**config.mk**
```make
export PLATFORM = sky130hd
export DESIGN_NAME = hpt_ctrl
export DESIGN_NICKNAME = d
export VERILOG_FILES = /design/src/rtl/core/hashed_page_table_insert_sweep_assert.svh /design/src/rtl/core/hpt_pkg.sv /design/src/rtl/core/hpt_ctrl.sv
export SDC_FILE = /design/constraint.sdc
export NUM_CORES = 1
export LEC_CHECK = 0
export ABC_AREA = 1
export BUFFER_PORTS_ARGS = -buffer_cell sky130_fd_sc_hd__buf_2
export CAP_MARGIN = 25
export CORE_MARGIN = 2
export CORE_UTILIZATION = 45
export DETAILED_ROUTE_END_ITERATION = 10
export PLACE_DENSITY = 0.71
export SYNTH_ARGS = -nofsm -noshare
export SYNTH_HDL_FRONTEND = slang
export SYNTH_SLANG_ARGS = --single-unit
```
**constraint.sdc**
```tcl
create_clock -name clk_i -period 6.85 [get_ports clk_i]
set_clock_uncertainty 0.05 [all_clocks]
set_input_delay 1.37 -clock clk_i [delete_from_list [all_inputs] [get_ports clk_i]]
set_output_delay 1.37 -clock clk_i [all_outputs]
set_load 0.05 [all_outputs]
```
**src/rtl/core/hashed_page_table_insert_sweep_assert.svh**
```systemverilog
// Assertion macros for the hashed page table insert and sweep block.
// Used by the top level; assumes clk_i and rst_ni are in scope.
`ifndef HASHED_PAGE_TABLE_INSERT_SWEEP_ASSERT_SVH
`define HASHED_PAGE_TABLE_INSERT_SWEEP_ASSERT_SVH

// same-cycle implication
`define HPT_ASSERT_IMPLIES(lbl, ante, cons) \
  lbl: assert property (@(posedge clk_i) disable iff (!rst_ni) (ante) |-> (cons)) \
    else $error("hpt assertion failed");

// next-cycle implication
`define HPT_ASSERT_NEXT(lbl, ante, cons) \
  lbl: assert property (@(posedge clk_i) disable iff (!rst_ni) (ante) |=> (cons)) \
    else $error("hpt assertion failed");

`endif

```
**src/rtl/core/hpt_pkg.sv**
```systemverilog
// Shared types, constants and functions of the hashed page table block.
// No dependencies; imported by hpt_ctrl, the top level and the bench.
package hpt_pkg;

  localparam int unsigned TABLE_BITS      = 10;
  localparam int unsigned SLOTS_PER_GROUP = 8;
  localparam int unsigned SLOT_W          = $clog2(SLOTS_PER_GROUP);
  localparam int unsigned ADDR_W          = TABLE_BITS + SLOT_W;
  localparam int unsigned NUM_ENTRIES     = (1 << ADDR_W);
  localparam int unsigned CNT_W           = ADDR_W + 1;
  localparam int unsigned ENTRY_W         = 64;
  localparam int unsigned WORD_W          = 32;

  localparam int unsigned SPACE_ID_W = 21;
  localparam int unsigned VA_W       = 32;
  localparam int unsigned PHYS_W     = 32;
  localparam int unsigned COLOR_W    = 2;
  localparam int unsigned STATUS_W   = 3;
  localparam int unsigned GROUP_W    = 10;
  localparam int unsigned PURGE_W    = 32;
  localparam int unsigned VSID_W     = SPACE_ID_W + 3;

  localparam int unsigned S_FIELDS_W = SPACE_ID_W + VA_W + PHYS_W + COLOR_W;
  localparam int unsigned S_TDATA_W  = ((S_FIELDS_W + 7) / 8) * 8;
  localparam int unsigned M_FIELDS_W = STATUS_W + GROUP_W + SLOT_W + 1 + PURGE_W;
  localparam int unsigned M_TDATA_W  = ((M_FIELDS_W + 7) / 8) * 8;

  localparam int unsigned GRP_LIM = (TABLE_BITS >= GROUP_W) ? GROUP_W : TABLE_BITS;
  localparam logic [GROUP_W-1:0] GROUP_MASK      = GROUP_W'((1 << GRP_LIM) - 1);
  localparam logic [GROUP_W-1:0] HASH_MASK_RESET = GROUP_W'(1023);
  localparam logic [CNT_W-1:0]   CNT_END         = CNT_W'(NUM_ENTRIES);
  localparam logic [CNT_W-1:0]   CNT_SLOTS       = CNT_W'(SLOTS_PER_GROUP);

  typedef enum logic {
    KIND_INSERT = 1'b0,
    KIND_SWEEP  = 1'b1
  } kind_e;

  typedef enum logic [STATUS_W-1:0] {
    ST_MATCHED = 3'd0,
    ST_FREE    = 3'd1,
    ST_VICTIM  = 3'd2,
    ST_SWEEP   = 3'd3,
    ST_REJECT  = 3'd4
  } status_e;

  typedef struct packed {
    kind_e                 kind;
    logic [SPACE_ID_W-1:0] space_id;
    logic [VA_W-1:0]       virt_addr;
    logic [PHYS_W-1:0]     phys_word;
    logic [COLOR_W-1:0]    sweep_color;
  } item_t;

  typedef struct packed {
    status_e              status;
    logic [GROUP_W-1:0]   group_index;
    logic [SLOT_W-1:0]    slot;
    logic                 tlb_flush;
    logic [PURGE_W-1:0]   purge_total;
  } result_t;

  typedef struct packed {
    logic               we;
    logic [ADDR_W-1:0]  waddr;
    logic [ENTRY_W-1:0] wdata;
    logic               re;
    logic [ADDR_W-1:0]  raddr;
  } mem_req_t;

  // id times eight, or'ed with the top four address bits
  function automatic logic [VSID_W-1:0] make_vsid(logic [SPACE_ID_W-1:0] sid,
                                                  logic [VA_W-1:0] va);
    return {sid, 3'b000} | {{(VSID_W-4){1'b0}}, va[31:28]};
  endfunction

  function automatic logic [GROUP_W-1:0] hash_group(logic [SPACE_ID_W-1:0] sid,
                                                    logic [VA_W-1:0] va,
                                                    logic [GROUP_W-1:0] mask);
    logic [VSID_W-1:0] vsid;
    vsid = make_vsid(sid, va);
    return (vsid[GROUP_W-1:0] ^ va[21:12]) & mask & GROUP_MASK;
  endfunction

  function automatic logic [WORD_W-1:0] make_pte0(logic [SPACE_ID_W-1:0] sid,
                                                  logic [VA_W-1:0] va);
    return {1'b1, make_vsid(sid, va), 1'b0, va[27:22]};
  endfunction

endpackage

```
**src/rtl/core/hpt_ctrl.sv**
```systemverilog
// Sequencer of the hashed page table: clearing pass, group scan and write, sweep, id zero reject.
// Depends on hpt_pkg; drives the table RAM through a mem_req_t request.
module hpt_ctrl (
  input  logic                           clk_i,
  input  logic                           rst_ni,
  input  logic [hpt_pkg::GROUP_W-1:0]    hash_mask_i,
  input  logic                           in_valid_i,
  output logic                           in_ready_o,
  input  hpt_pkg::item_t                 in_item_i,
  output logic                           res_valid_o,
  input  logic                           res_ready_i,
  output hpt_pkg::result_t               res_o,
  output hpt_pkg::mem_req_t              mem_req_o,
  input  logic [hpt_pkg::ENTRY_W-1:0]    mem_rdata_i
);
  import hpt_pkg::*;

  typedef enum logic [6:0] {
    S_CLEAR = 7'b0000001,
    S_IDLE  = 7'b0000010,
    S_SCAN  = 7'b0000100,
    S_PICK  = 7'b0001000,
    S_WRITE = 7'b0010000,
    S_SWEEP = 7'b0100000,
    S_DONE  = 7'b1000000
  } state_e;

  state_e              state_q, state_d;
  logic [CNT_W-1:0]    cnt_q, cnt_d;
  logic                pend_q, pend_d;
  logic [ADDR_W-1:0]   pend_addr_q, pend_addr_d;
  logic                matched_q, matched_d;
  logic                free_q, free_d;
  logic [SLOT_W-1:0]   victim_q, victim_d;
  logic [PURGE_W-1:0]  purge_q, purge_d;

  logic [SLOT_W-1:0]   match_slot_q, match_slot_d;
  logic [SLOT_W-1:0]   free_slot_q, free_slot_d;
  logic [SLOT_W-1:0]   chosen_q, chosen_d;
  status_e             status_q, status_d;
  logic [GROUP_W-1:0]  grp_q, grp_d;
  logic [WORD_W-1:0]   pte0_q, pte0_d;
  logic [PHYS_W-1:0]   phys_q, phys_d;
  logic [COLOR_W-1:0]  color_q, color_d;
  result_t             res_q, res_d;

  logic [TABLE_BITS-1:0] grp_addr;
  logic [WORD_W-1:0]     rd_hi;
  logic                  flush;

  assign grp_addr = TABLE_BITS'(grp_q);
  assign rd_hi    = mem_rdata_i[ENTRY_W-1:WORD_W];
  assign flush    = (mem_rdata_i != {pte0_q, phys_q});

  always_comb begin
    state_d      = state_q;
    cnt_d        = cnt_q;
    pend_d       = pend_q;
    pend_addr_d  = pend_addr_q;
    matched_d    = matched_q;
    free_d       = free_q;
    victim_d     = victim_q;
    purge_d      = purge_q;
    match_slot_d = match_slot_q;
    free_slot_d  = free_slot_q;
    chosen_d     = chosen_q;
    status_d     = status_q;
    grp_d        = grp_q;
    pte0_d       = pte0_q;
    phys_d       = phys_q;
    color_d      = color_q;
    res_d        = res_q;
    mem_req_o    = '0;
    in_ready_o   = 1'b0;
    res_valid_o  = 1'b0;

    unique case (state_q)
      S_CLEAR: begin
        mem_req_o.we    = 1'b1;
        mem_req_o.waddr = cnt_q[ADDR_W-1:0];
        cnt_d           = cnt_q + 1'b1;
        if (cnt_q == CNT_END - 1'b1) begin
          cnt_d   = '0;
          state_d = S_IDLE;
        end
      end
      S_IDLE: begin
        in_ready_o = 1'b1;
        if (in_valid_i) begin
          cnt_d     = '0;
          pend_d    = 1'b0;
          matched_d = 1'b0;
          free_d    = 1'b0;
          phys_d    = in_item_i.phys_word;
          color_d   = in_item_i.sweep_color;
          grp_d     = hash_group(in_item_i.space_id, in_item_i.virt_addr, hash_mask_i);
          pte0_d    = make_pte0(in_item_i.space_id, in_item_i.virt_addr);
          if (in_item_i.kind == KIND_SWEEP) begin
            state_d = S_SWEEP;
          end else if (in_item_i.space_id == '0) begin
            res_d   = '{status: ST_REJECT, group_index: '0, slot: '0,
                        tlb_flush: 1'b0, purge_total: purge_q};
            state_d = S_DONE;
          end else begin
            state_d = S_SCAN;
          end
        end
      end
      S_SCAN: begin
        if (cnt_q != CNT_SLOTS) begin
          mem_req_o.re    = 1'b1;
          mem_req_o.raddr = {grp_addr, cnt_q[SLOT_W-1:0]};
          pend_d          = 1'b1;
          pend_addr_d     = {grp_addr, cnt_q[SLOT_W-1:0]};
          cnt_d           = cnt_q + 1'b1;
        end else begin
          pend_d  = 1'b0;
          state_d = S_PICK;
        end
        if (pend_q) begin
          if (rd_hi == pte0_q && !matched_q) begin
            matched_d    = 1'b1;
            match_slot_d = pend_addr_q[SLOT_W-1:0];
          end
          if (!rd_hi[WORD_W-1] && !free_q) begin
            free_d      = 1'b1;
            free_slot_d = pend_addr_q[SLOT_W-1:0];
          end
        end
      end
      S_PICK: begin
        if (matched_q) begin
          chosen_d = match_slot_q;
          status_d = ST_MATCHED;
        end else if (free_q) begin
          chosen_d = free_slot_q;
          status_d = ST_FREE;
        end else begin
          chosen_d = victim_q;
          status_d = ST_VICTIM;
          victim_d = victim_q + 1'b1;
        end
        mem_req_o.re    = 1'b1;
        mem_req_o.raddr = {grp_addr, chosen_d};
        state_d         = S_WRITE;
      end
      S_WRITE: begin
        mem_req_o.we    = 1'b1;
        mem_req_o.waddr = {grp_addr, chosen_q};
        mem_req_o.wdata = {pte0_q, phys_q};
        purge_d         = purge_q + PURGE_W'(flush);
        res_d           = '{status: status_q, group_index: grp_q, slot: chosen_q,
                            tlb_flush: flush, purge_total: purge_d};
        state_d         = S_DONE;
      end
      S_SWEEP: begin
        if (cnt_q != CNT_END) begin
          mem_req_o.re    = 1'b1;
          mem_req_o.raddr = cnt_q[ADDR_W-1:0];
          pend_d          = 1'b1;
          pend_addr_d     = cnt_q[ADDR_W-1:0];
          cnt_d           = cnt_q + 1'b1;
        end else begin
          pend_d  = 1'b0;
          res_d   = '{status: ST_SWEEP, group_index: '0, slot: '0,
                      tlb_flush: 1'b0, purge_total: purge_q};
          state_d = S_DONE;
        end
        if (pend_q && rd_hi[WORD_W-1 -: COLOR_W+1] == {1'b1, color_q}) begin
          mem_req_o.we    = 1'b1;
          mem_req_o.waddr = pend_addr_q;
          mem_req_o.wdata = {{WORD_W{1'b0}}, mem_rdata_i[WORD_W-1:0]};
        end
      end
      S_DONE: begin
        res_valid_o = 1'b1;
        if (res_ready_i) begin
          state_d = S_IDLE;
        end
      end
      default: begin
        state_d = S_IDLE;
      end
    endcase
  end

  always_ff @(posedge clk_i or negedge rst_ni) begin
    if (!rst_ni) begin
      state_q   <= S_CLEAR;
      cnt_q     <= '0;
      pend_q    <= 1'b0;
      matched_q <= 1'b0;
      free_q    <= 1'b0;
      victim_q  <= '0;
      purge_q   <= '0;
    end else begin
      state_q   <= state_d;
      cnt_q     <= cnt_d;
      pend_q    <= pend_d;
      matched_q <= matched_d;
      free_q    <= free_d;
      victim_q  <= victim_d;
      purge_q   <= purge_d;
    end
  end

  always_ff @(posedge clk_i) begin
    pend_addr_q  <= pend_addr_d;
    match_slot_q <= match_slot_d;
    free_slot_q  <= free_slot_d;
    chosen_q     <= chosen_d;
    status_q     <= status_d;
    grp_q        <= grp_d;
    pte0_q       <= pte0_d;
    phys_q       <= phys_d;
    color_q      <= color_d;
    res_q        <= res_d;
  end

  assign res_o = res_q;

endmodule

```
-- Word level (Yosys, flattened, before mapping)
Index checks and enable logic that the tools add are counted.
W data, S select, Z words.
- add/sub/neg operators: 3
- eq/ne operators: 25
- mux-type cells: 42
- bitwise operators: 5
- reduce and logical (&&, ||, !) cells: 23
- operators with widths (cell ; number):
    $mux W49 ; 4
    $pmux W49 S3 ; 1
    $pmux W64 S2 ; 1
    $mux W14 ; 6
    $pmux W14 S3 ; 2
    $mux W78 ; 1
    $ne A64 B64 Y1 ; 1
    $pmux W14 S4 ; 1
    $mux W7 ; 7
    $pmux W7 S7 ; 1
    $add A32 B1 Y32 ; 1
    $eq A32 B32 Y1 ; 1
    $mux W13 ; 2
    $pmux W13 S2 ; 1
    $ne A2 B2 Y1 const B ; 12
    $or A24 B4 Y24 ; 1
    $logic_not A21 Y1 ; 1
    $add A14 B1 Y14 const B ; 1
    $eq A14 B13 Y1 const B ; 1
    $ne A14 B14 Y1 const B ; 1
    $ne A14 B4 Y1 const B ; 1
    $reduce_and A3 Y1 ; 4
    $reduce_and A4 Y1 ; 3
    $and A10 B10 Y10 ; 1
    23 further kinds ; 42
- flip-flop bits (word level): 207
- bits of input ports: 166
- output and inout port bits: 143
- logic and storage cells: 119

-- Longest topological paths before layout
Gate-level depths: netlist of the first run.
- depth after elaboration: 5
- mapped depth: 20
- depth with buffers taken out: 20

-- Worst setup path before layout of the first run
OpenSTA, ideal clock, no wires.
- path kind: input to register
- start: input in_valid_i
- end: register color_q[0], enable pin
- library setup time: 0.508 ns
- data arrival time: 4.518 ns
- required time: 6.292 ns
- slack: 1.774 ns
- cell stages on the path: 2
- path buffers: 0
- path through: inv_1 > nor2_1
- word-level cells in the longest chain between the ends: 1
- ends and longest elaborated chain (what ; RTL line ; text):
    from (decl) ; hpt_ctrl.sv:7 ; input logic in_valid_i,
    $reduce_and A2 Y1 (no line) ; -- ;
    to (signal assigned) ; hpt_ctrl.sv:216 ; color_q <= color_d;
    to (decl) ; hpt_ctrl.sv:44 ; logic [COLOR_W-1:0] color_q, color_d;
Every way passes these cells.
A chain may end at the register's enable or synchronous reset.

==> summary.md, run 1 <==
| Metric | Value |
|---|---|
| TritonRoute pass-1 iters | `7` |
| Die Height | `159 µm` |
| Final setup violation count | `0` |
| Async set-reset flop share out of synthesis | `28.6%` |
| Sink Count | `206` |
| CP Data Arrival Time | `3770 ps` |
| Area delta synth->final | `23.8%` |
| Post-Syn Area | `10800 µm²` |
| Initial core utilization | `45.9%` |
| CORE AREA | `23500 µm²` |
| Post-place setup slack | `2120 ps` |
| First-pass GRT wire length | `44.5 mm` |
| GRT Max-Usage Layer | `met2` |
| Clock latency at the later pin of the worst-skew pair | `520 ps` |
| Unrepaired setup endpoints after global routing | `no` |
| Antenna Nets Post-Route | `0` |
| Met2 global-route usage | `37.4%` |
| Syn_nets | `1354` |
| Vias | `8964` |
| DR WL/cell | `15.7 µm` |
| Avg Cell Area, Syn | `9.13 µm²` |
| Max H-tree Level | `1` |
| DIE AREA | `25300 µm²` |
| Crit Path Category | `flip-flop to primary output` |
| Row Count | `56` |
| Clock buffer depth | `3` |
| Post-Route Setup TNS | `0 ps` |
| Synth cell types | `44` |
| Status | `finished, final reports clean` |
| Tcrit/Tclk final | `75.8%` |
| Final worst slack | `1660 ps` |
| Cts hold-fix bufs | `0` |
| Register bit total from synthesis | `206` |
| Startpoint Class | `flip-flop` |
| Max-cap violations | `0` |
| DRT iter0 DRCs | `566` |
| CTS tree | `done` |
| Final GP Congestion | `0.955` |
| Slew Limit Fails | `0` |
| Met1 usage | `28.3%` |
| CTS resizes | `0` |
| Nets | `1660` |
| Clk slew on worst S/H paths | `60 ps` |
| Number of CTS-inserted buffers | `24` |
| Top-count cell post-synth | `nand2_1` |
| Hpwl dp | `21.5 mm` |
| Initial antenna violation count | `1` |
| Worst hold path type | `flip-flop to flip-flop` |
| Final Core Density | `56.8%` |
| Worst slew pin tran | `877 ps` |
| VDD IR max | `0.212 mV` |
| Top cell type by total area after synthesis | `edfxtp_1` |
| Min cycle time layout | `5190 ps` |
| IO buf count | `295` |
| Die Wd | `159 µm` |
| Hold Fails Final Rpt | `0` |
| Met3 Track Usage GR | `4.62%` |
| Register area share after synthesis | `54.6%` |
| GRT Total Usage | `21.9%` |
| Total gr overflow | `0` |
| EDFF count, synth | `147` |
| Max transition margin | `41.5%` |
| Share of cells above drive strength 1 | `25.3%` |
| Root Buffer | `clkbuf_16` |
| Synth Instances | `1183` |
| Largest net degree at the start of global routing | `60` |
| Yosys Warn Count | `0` |
| Req. time, crit path | `5430 ps` |
| Worst setup EP type | `primary output` |
| Worst Path Max Fanout | `24` |
| Post-CTS Setup Bufs | `0` |
| Vias per cell | `4.91` |
| # IOs | `309` |
| Pwr Density | `294 nW/µm²` |
| Fillers | `2132` |
| Main synth FF type | `edfxtp_1` |
| Number of global-route vias before repair | `8640` |
| Leakage power | `6.80 nW` |
| Synth top area cells | `edfxtp_1, dfrtp_1, nand2_1, inv_1, xor2_1` |
| Final WL | `28.6 mm` |
| Remaining DRCs | `0` |
| Top-area cell type share of the netlist area | `40.9%` |
| Fmax | `193 MHz` |
| Top cells by count, synth | `nand2_1, inv_1, edfxtp_1` |
-- worst paths after layout --
kind | startpoint | to | slack (ps) | depth (start not counted)
max | state_q[1] | mem_req_o[1] | 1660 | 8
min | victim_q[2] | victim_q[2] | 420 | 1
max reg2reg | state_q[5] | grp_addr[2] | 3810 | 7
min reg2reg | victim_q[2] | victim_q[2] | 420 | 1
max in group asynchronous | rst_ni | cnt_q[9] | 5260 | 2
min in group asynchronous | rst_ni | purge_q[15] | 950 | 2
-- registers in the layout (all words and copies together), names as in the netlist --
register,cells
res_o,49
phys_q,32
purge_q,32
pte0_q,30
cnt_q,14
pend_addr_q,13
grp_addr,10
state_q,7
chosen_q,3
free_slot_q,3
match_slot_q,3
victim_q,3
color_q,2
status_q,2
free_q,1
matched_q,1
pend_q,1
-- layer usage --
metal,wire length (µm),up-vias
met3,2100,48
li1,-,4432
met1,12100,4139
met2,13700,345
met4,733,0
met5,0,-
-- area by class of cell --
type | count | area (µm²) | area share, %
Inverter | 210 | 788 | 5.90
Timing Repair Buffer | 302 | 1540 | 11.5
Clock buffer | 32 | 652 | 4.88
Sequential cell | 206 | 5890 | 44.1
Clock inverter | 12 | 76.3 | 0.571
Antenna cell | 1 | 2.50 | 0.0187
Multi-Input combinational cell | 745 | 4020 | 30.1
Tap cell | 319 | 399 | 2.98
-- logic make-up (layout without fill, tap and decap cells) --
family | count (synthesis) | count (layout) | share of synthesized area (%)
compound gates | 123 | 123 | 6.42
xor+xnor | 97 | 97 | 7.87
fa+ha+maj | 5 | 5 | 0.579
buf+inv | 232 | 556 | 8.29
flops | 206 | 206 | 54.6
mux | 1 | 1 | 0.104
other cells | 1 | 2 | 0.0347
simple gates | 518 | 518 | 22.2
-- metrics by stage --
stage,hold slack (ps),instance area (µm²),power (mW),std cells
after floorplan,395,10800,2.46,1183
after global placement,412,12600,2.73,1781
after detailed placement,409,12600,2.76,1782
after CTS,419,13400,3.95,1826
after global routing,437,13400,4.13,1827
final,423,13400,3.94,1827
-- report_power, final --
group | switching, mW | internal [mW] | leakage [nW]
clock | 0.510 | 0.673 | 0.360
sequential | 0.138 | 1.59 | 2.19
combinational | 0.752 | 0.271 | 4.25
total | 1.40 | 2.54 | 6.80
-- worst max-delay path, cell delays in order, from the launching register on --
cell	delay, ps
dfrtp_1	440
nor2_2	190
nand4_1	220
inv_1	620
nand2_1	270
nand2_1	580
inv_1	200
o21ai_0	380
buf_2	340
-- placed cells by master (no fill, tap or decap), drive strengths merged, types with 13 or more instances in the layout --
| cell | n |
|---|---|
| nand4 | 21 |
| nor3 | 29 |
| edfxtp | 147 |
| xnor2 | 40 |
| xor2 | 57 |
| inv | 210 |
| nand2 | 268 |
| buf | 302 |
| o21ai | 73 |
| nor2 | 133 |
| nand3 | 48 |
| dfrtp | 58 |
| a21oi | 24 |
| clkbuf | 32 |
| o221ai | 13 |
(Power assumes the default switching activity.)
==> run 2, diff against run 1 <==
==> constraint.sdc (replaced) <==
create_clock -name clk_i -period 5.3 [get_ports clk_i]
set_clock_uncertainty 0.05 [all_clocks]
set_input_delay 1.06 -clock clk_i [delete_from_list [all_inputs] [get_ports clk_i]]
set_output_delay 1.06 -clock clk_i [all_outputs]
set_load 0.05 [all_outputs]
==> summary.md, run 2 (same netlist as run 1, synthesis figures left out) <==
| Metric | Value |
|---|---|
| Number of global-route vias before repair | `8806` |
| Max-cap violations | `0` |
| Unrepaired setup endpoints after global routing | `no` |
| Final WL | `29.1 mm` |
| Initial antenna violation count | `1` |
| Post-Route Setup TNS | `0 ps` |
| R2R Path End | `res_o[30]` |
| Worst hold path type | `flip-flop to flip-flop` |
| Final Non-Filler Cells | `1828` |
| # IOs | `309` |
| Fillers | `2151` |
| Most frequent cells in the layout | `buf_2, nand2_1, inv_1` |
| Buf/Inv on CP | `2` |
| R2R depth | `15` |
| Antenna Nets Post-Route | `0` |
| Final worst slack | `994 ps` |
| Worst Path Max Fanout | `11` |
| Crit Path Category | `flip-flop to primary output` |
| Tot Pwr | `5.20 mW` |
| Final setup violation count | `0` |
| Sink Count | `206` |
| Cts hold-fix bufs | `0` |
| CTS tree | `done` |
| DR WL/cell | `15.9 µm` |
| Pwr Density | `387 nW/µm²` |
| CP cell instances | `inv_1 > ha_1 > nand3_1 > nor3_1 > nand2_1 > a21oi_1 > o21ai_0 > buf_2` |
| Max transition margin | `33.2%` |
| GRT Max-Usage Layer | `met2` |
| Max reg flops | `49` |
| Vias per cell | `4.98` |
| Met2 global-route usage | `38.6%` |
| Status | `finished, final reports clean` |
| CTS resizes | `0` |
| Final Core Density | `57.1%` |
| GRT Total Usage | `22.7%` |
| Share of cells above drive strength 1 | `25.5%` |
| Startpoint Class | `flip-flop` |
| Vias | `9111` |
| Area delta synth->final | `24.4%` |
| Hold Fails Final Rpt | `0` |
| Largest net degree at the start of global routing | `60` |
| Worst slew pin tran | `1000 ps` |
| Row Count | `56` |
| Hold path endpoint | `victim_q[2]` |
| Min cycle time layout | `4310 ps` |
| Worst hold stages | `1` |
| Tcrit/Tclk final | `81.2%` |
| Top delay family on crit path | `compound AO/OA/AOI/OAI gates` |
| Final GP Congestion | `0.945` |
| Leakage power | `6.83 nW` |
| IO buf count | `295` |
| Remaining DRCs | `0` |
| Max H-tree Level | `1` |
| Post-CTS Setup Bufs | `0` |
| Critical Path Max Stage Delay | `790 ps` |
| Hpwl dp | `22.0 mm` |
| Post-place setup slack | `1520 ps` |
| First-pass GRT wire length | `46.1 mm` |
| Most common cell after layout, fill and taps aside | `buf_2` |
| TritonRoute pass-1 iters | `5` |
| Clock latency at the later pin of the worst-skew pair | `520 ps` |
| CP max stage cell | `a21oi_1` |
| DIE AREA | `25300 µm²` |
| Met3 Track Usage GR | `4.52%` |
| Total gr overflow | `0` |
| Min Hold Slack | `427 ps` |
| Worst R2R Setup Slack | `2330 ps` |
| Placed insts | `1785` |
| Slew Limit Fails | `0` |
| Placed cell area | `12700 µm²` |
| Clk slew on worst S/H paths | `60 ps` |
| Fmax | `232 MHz` |
| DRT iter0 DRCs | `645` |
| Post-route cell area | `13400 µm²` |
| Nets | `1663` |
| Number of CTS-inserted buffers | `24` |
| FF-to-FF Start | `pte0_q[11]` |
| Die Wd | `159 µm` |
| Min-delay src | `victim_q[2]` |
| CORE AREA | `23500 µm²` |
| VDD IR max | `0.278 mV` |
| Die Height | `159 µm` |
| Worst setup EP type | `primary output` |
| Clock buffer depth | `3` |
| Met1 usage | `29.0%` |
| Root Buffer | `clkbuf_16` |
| Initial core utilization | `45.9%` |
| Req. time, crit path | `4190 ps` |
| CP Data Arrival Time | `3200 ps` |
[run 2: layout make-up]
class,instances,area [µm²],share of cell area (%)
Timing Repair Buffer,305,1560,11.6
Multi-Input combinational cell,745,4020,29.9
Antenna cell,1,2.50,0.0186
Tap cell,319,399,2.97
Inverter,210,788,5.87
Clock inverter,10,108,0.801
Sequential cell,206,5890,43.9
Clock buffer,32,662,4.93
[run 2: how the worst max path moves through the flow]
stage | startpoint | end | cells after the start
after CTS | state_q[1] | mem_req_o[22] | 7
after global routing | cnt_q[0] | mem_req_o[9] | 8
final | cnt_q[0] | mem_req_o[9] | 8
after detailed placement | mem_rdata_i[9] | res_o[26] | 19
after global placement | mem_rdata_i[62] | mem_req_o[78] | 7
after floorplan | state_q[3] | color_q[0] | 6
[run 2: per-layer routing]
| metal | vias to the layer above | wire, µm |
|---|---|---|
| li1 | 4432 | - |
| met1 | 4231 | 11900 |
| met2 | 390 | 13900 |
| met3 | 58 | 2310 |
| met4 | 0 | 988 |
| met5 | - | 0 |
[run 2: power breakdown]
part	total [mW]	internal, mW	switching [mW]
Clock	1.63	0.973	0.654
Combinational	1.34	0.360	0.977
Sequential	2.24	2.06	0.184
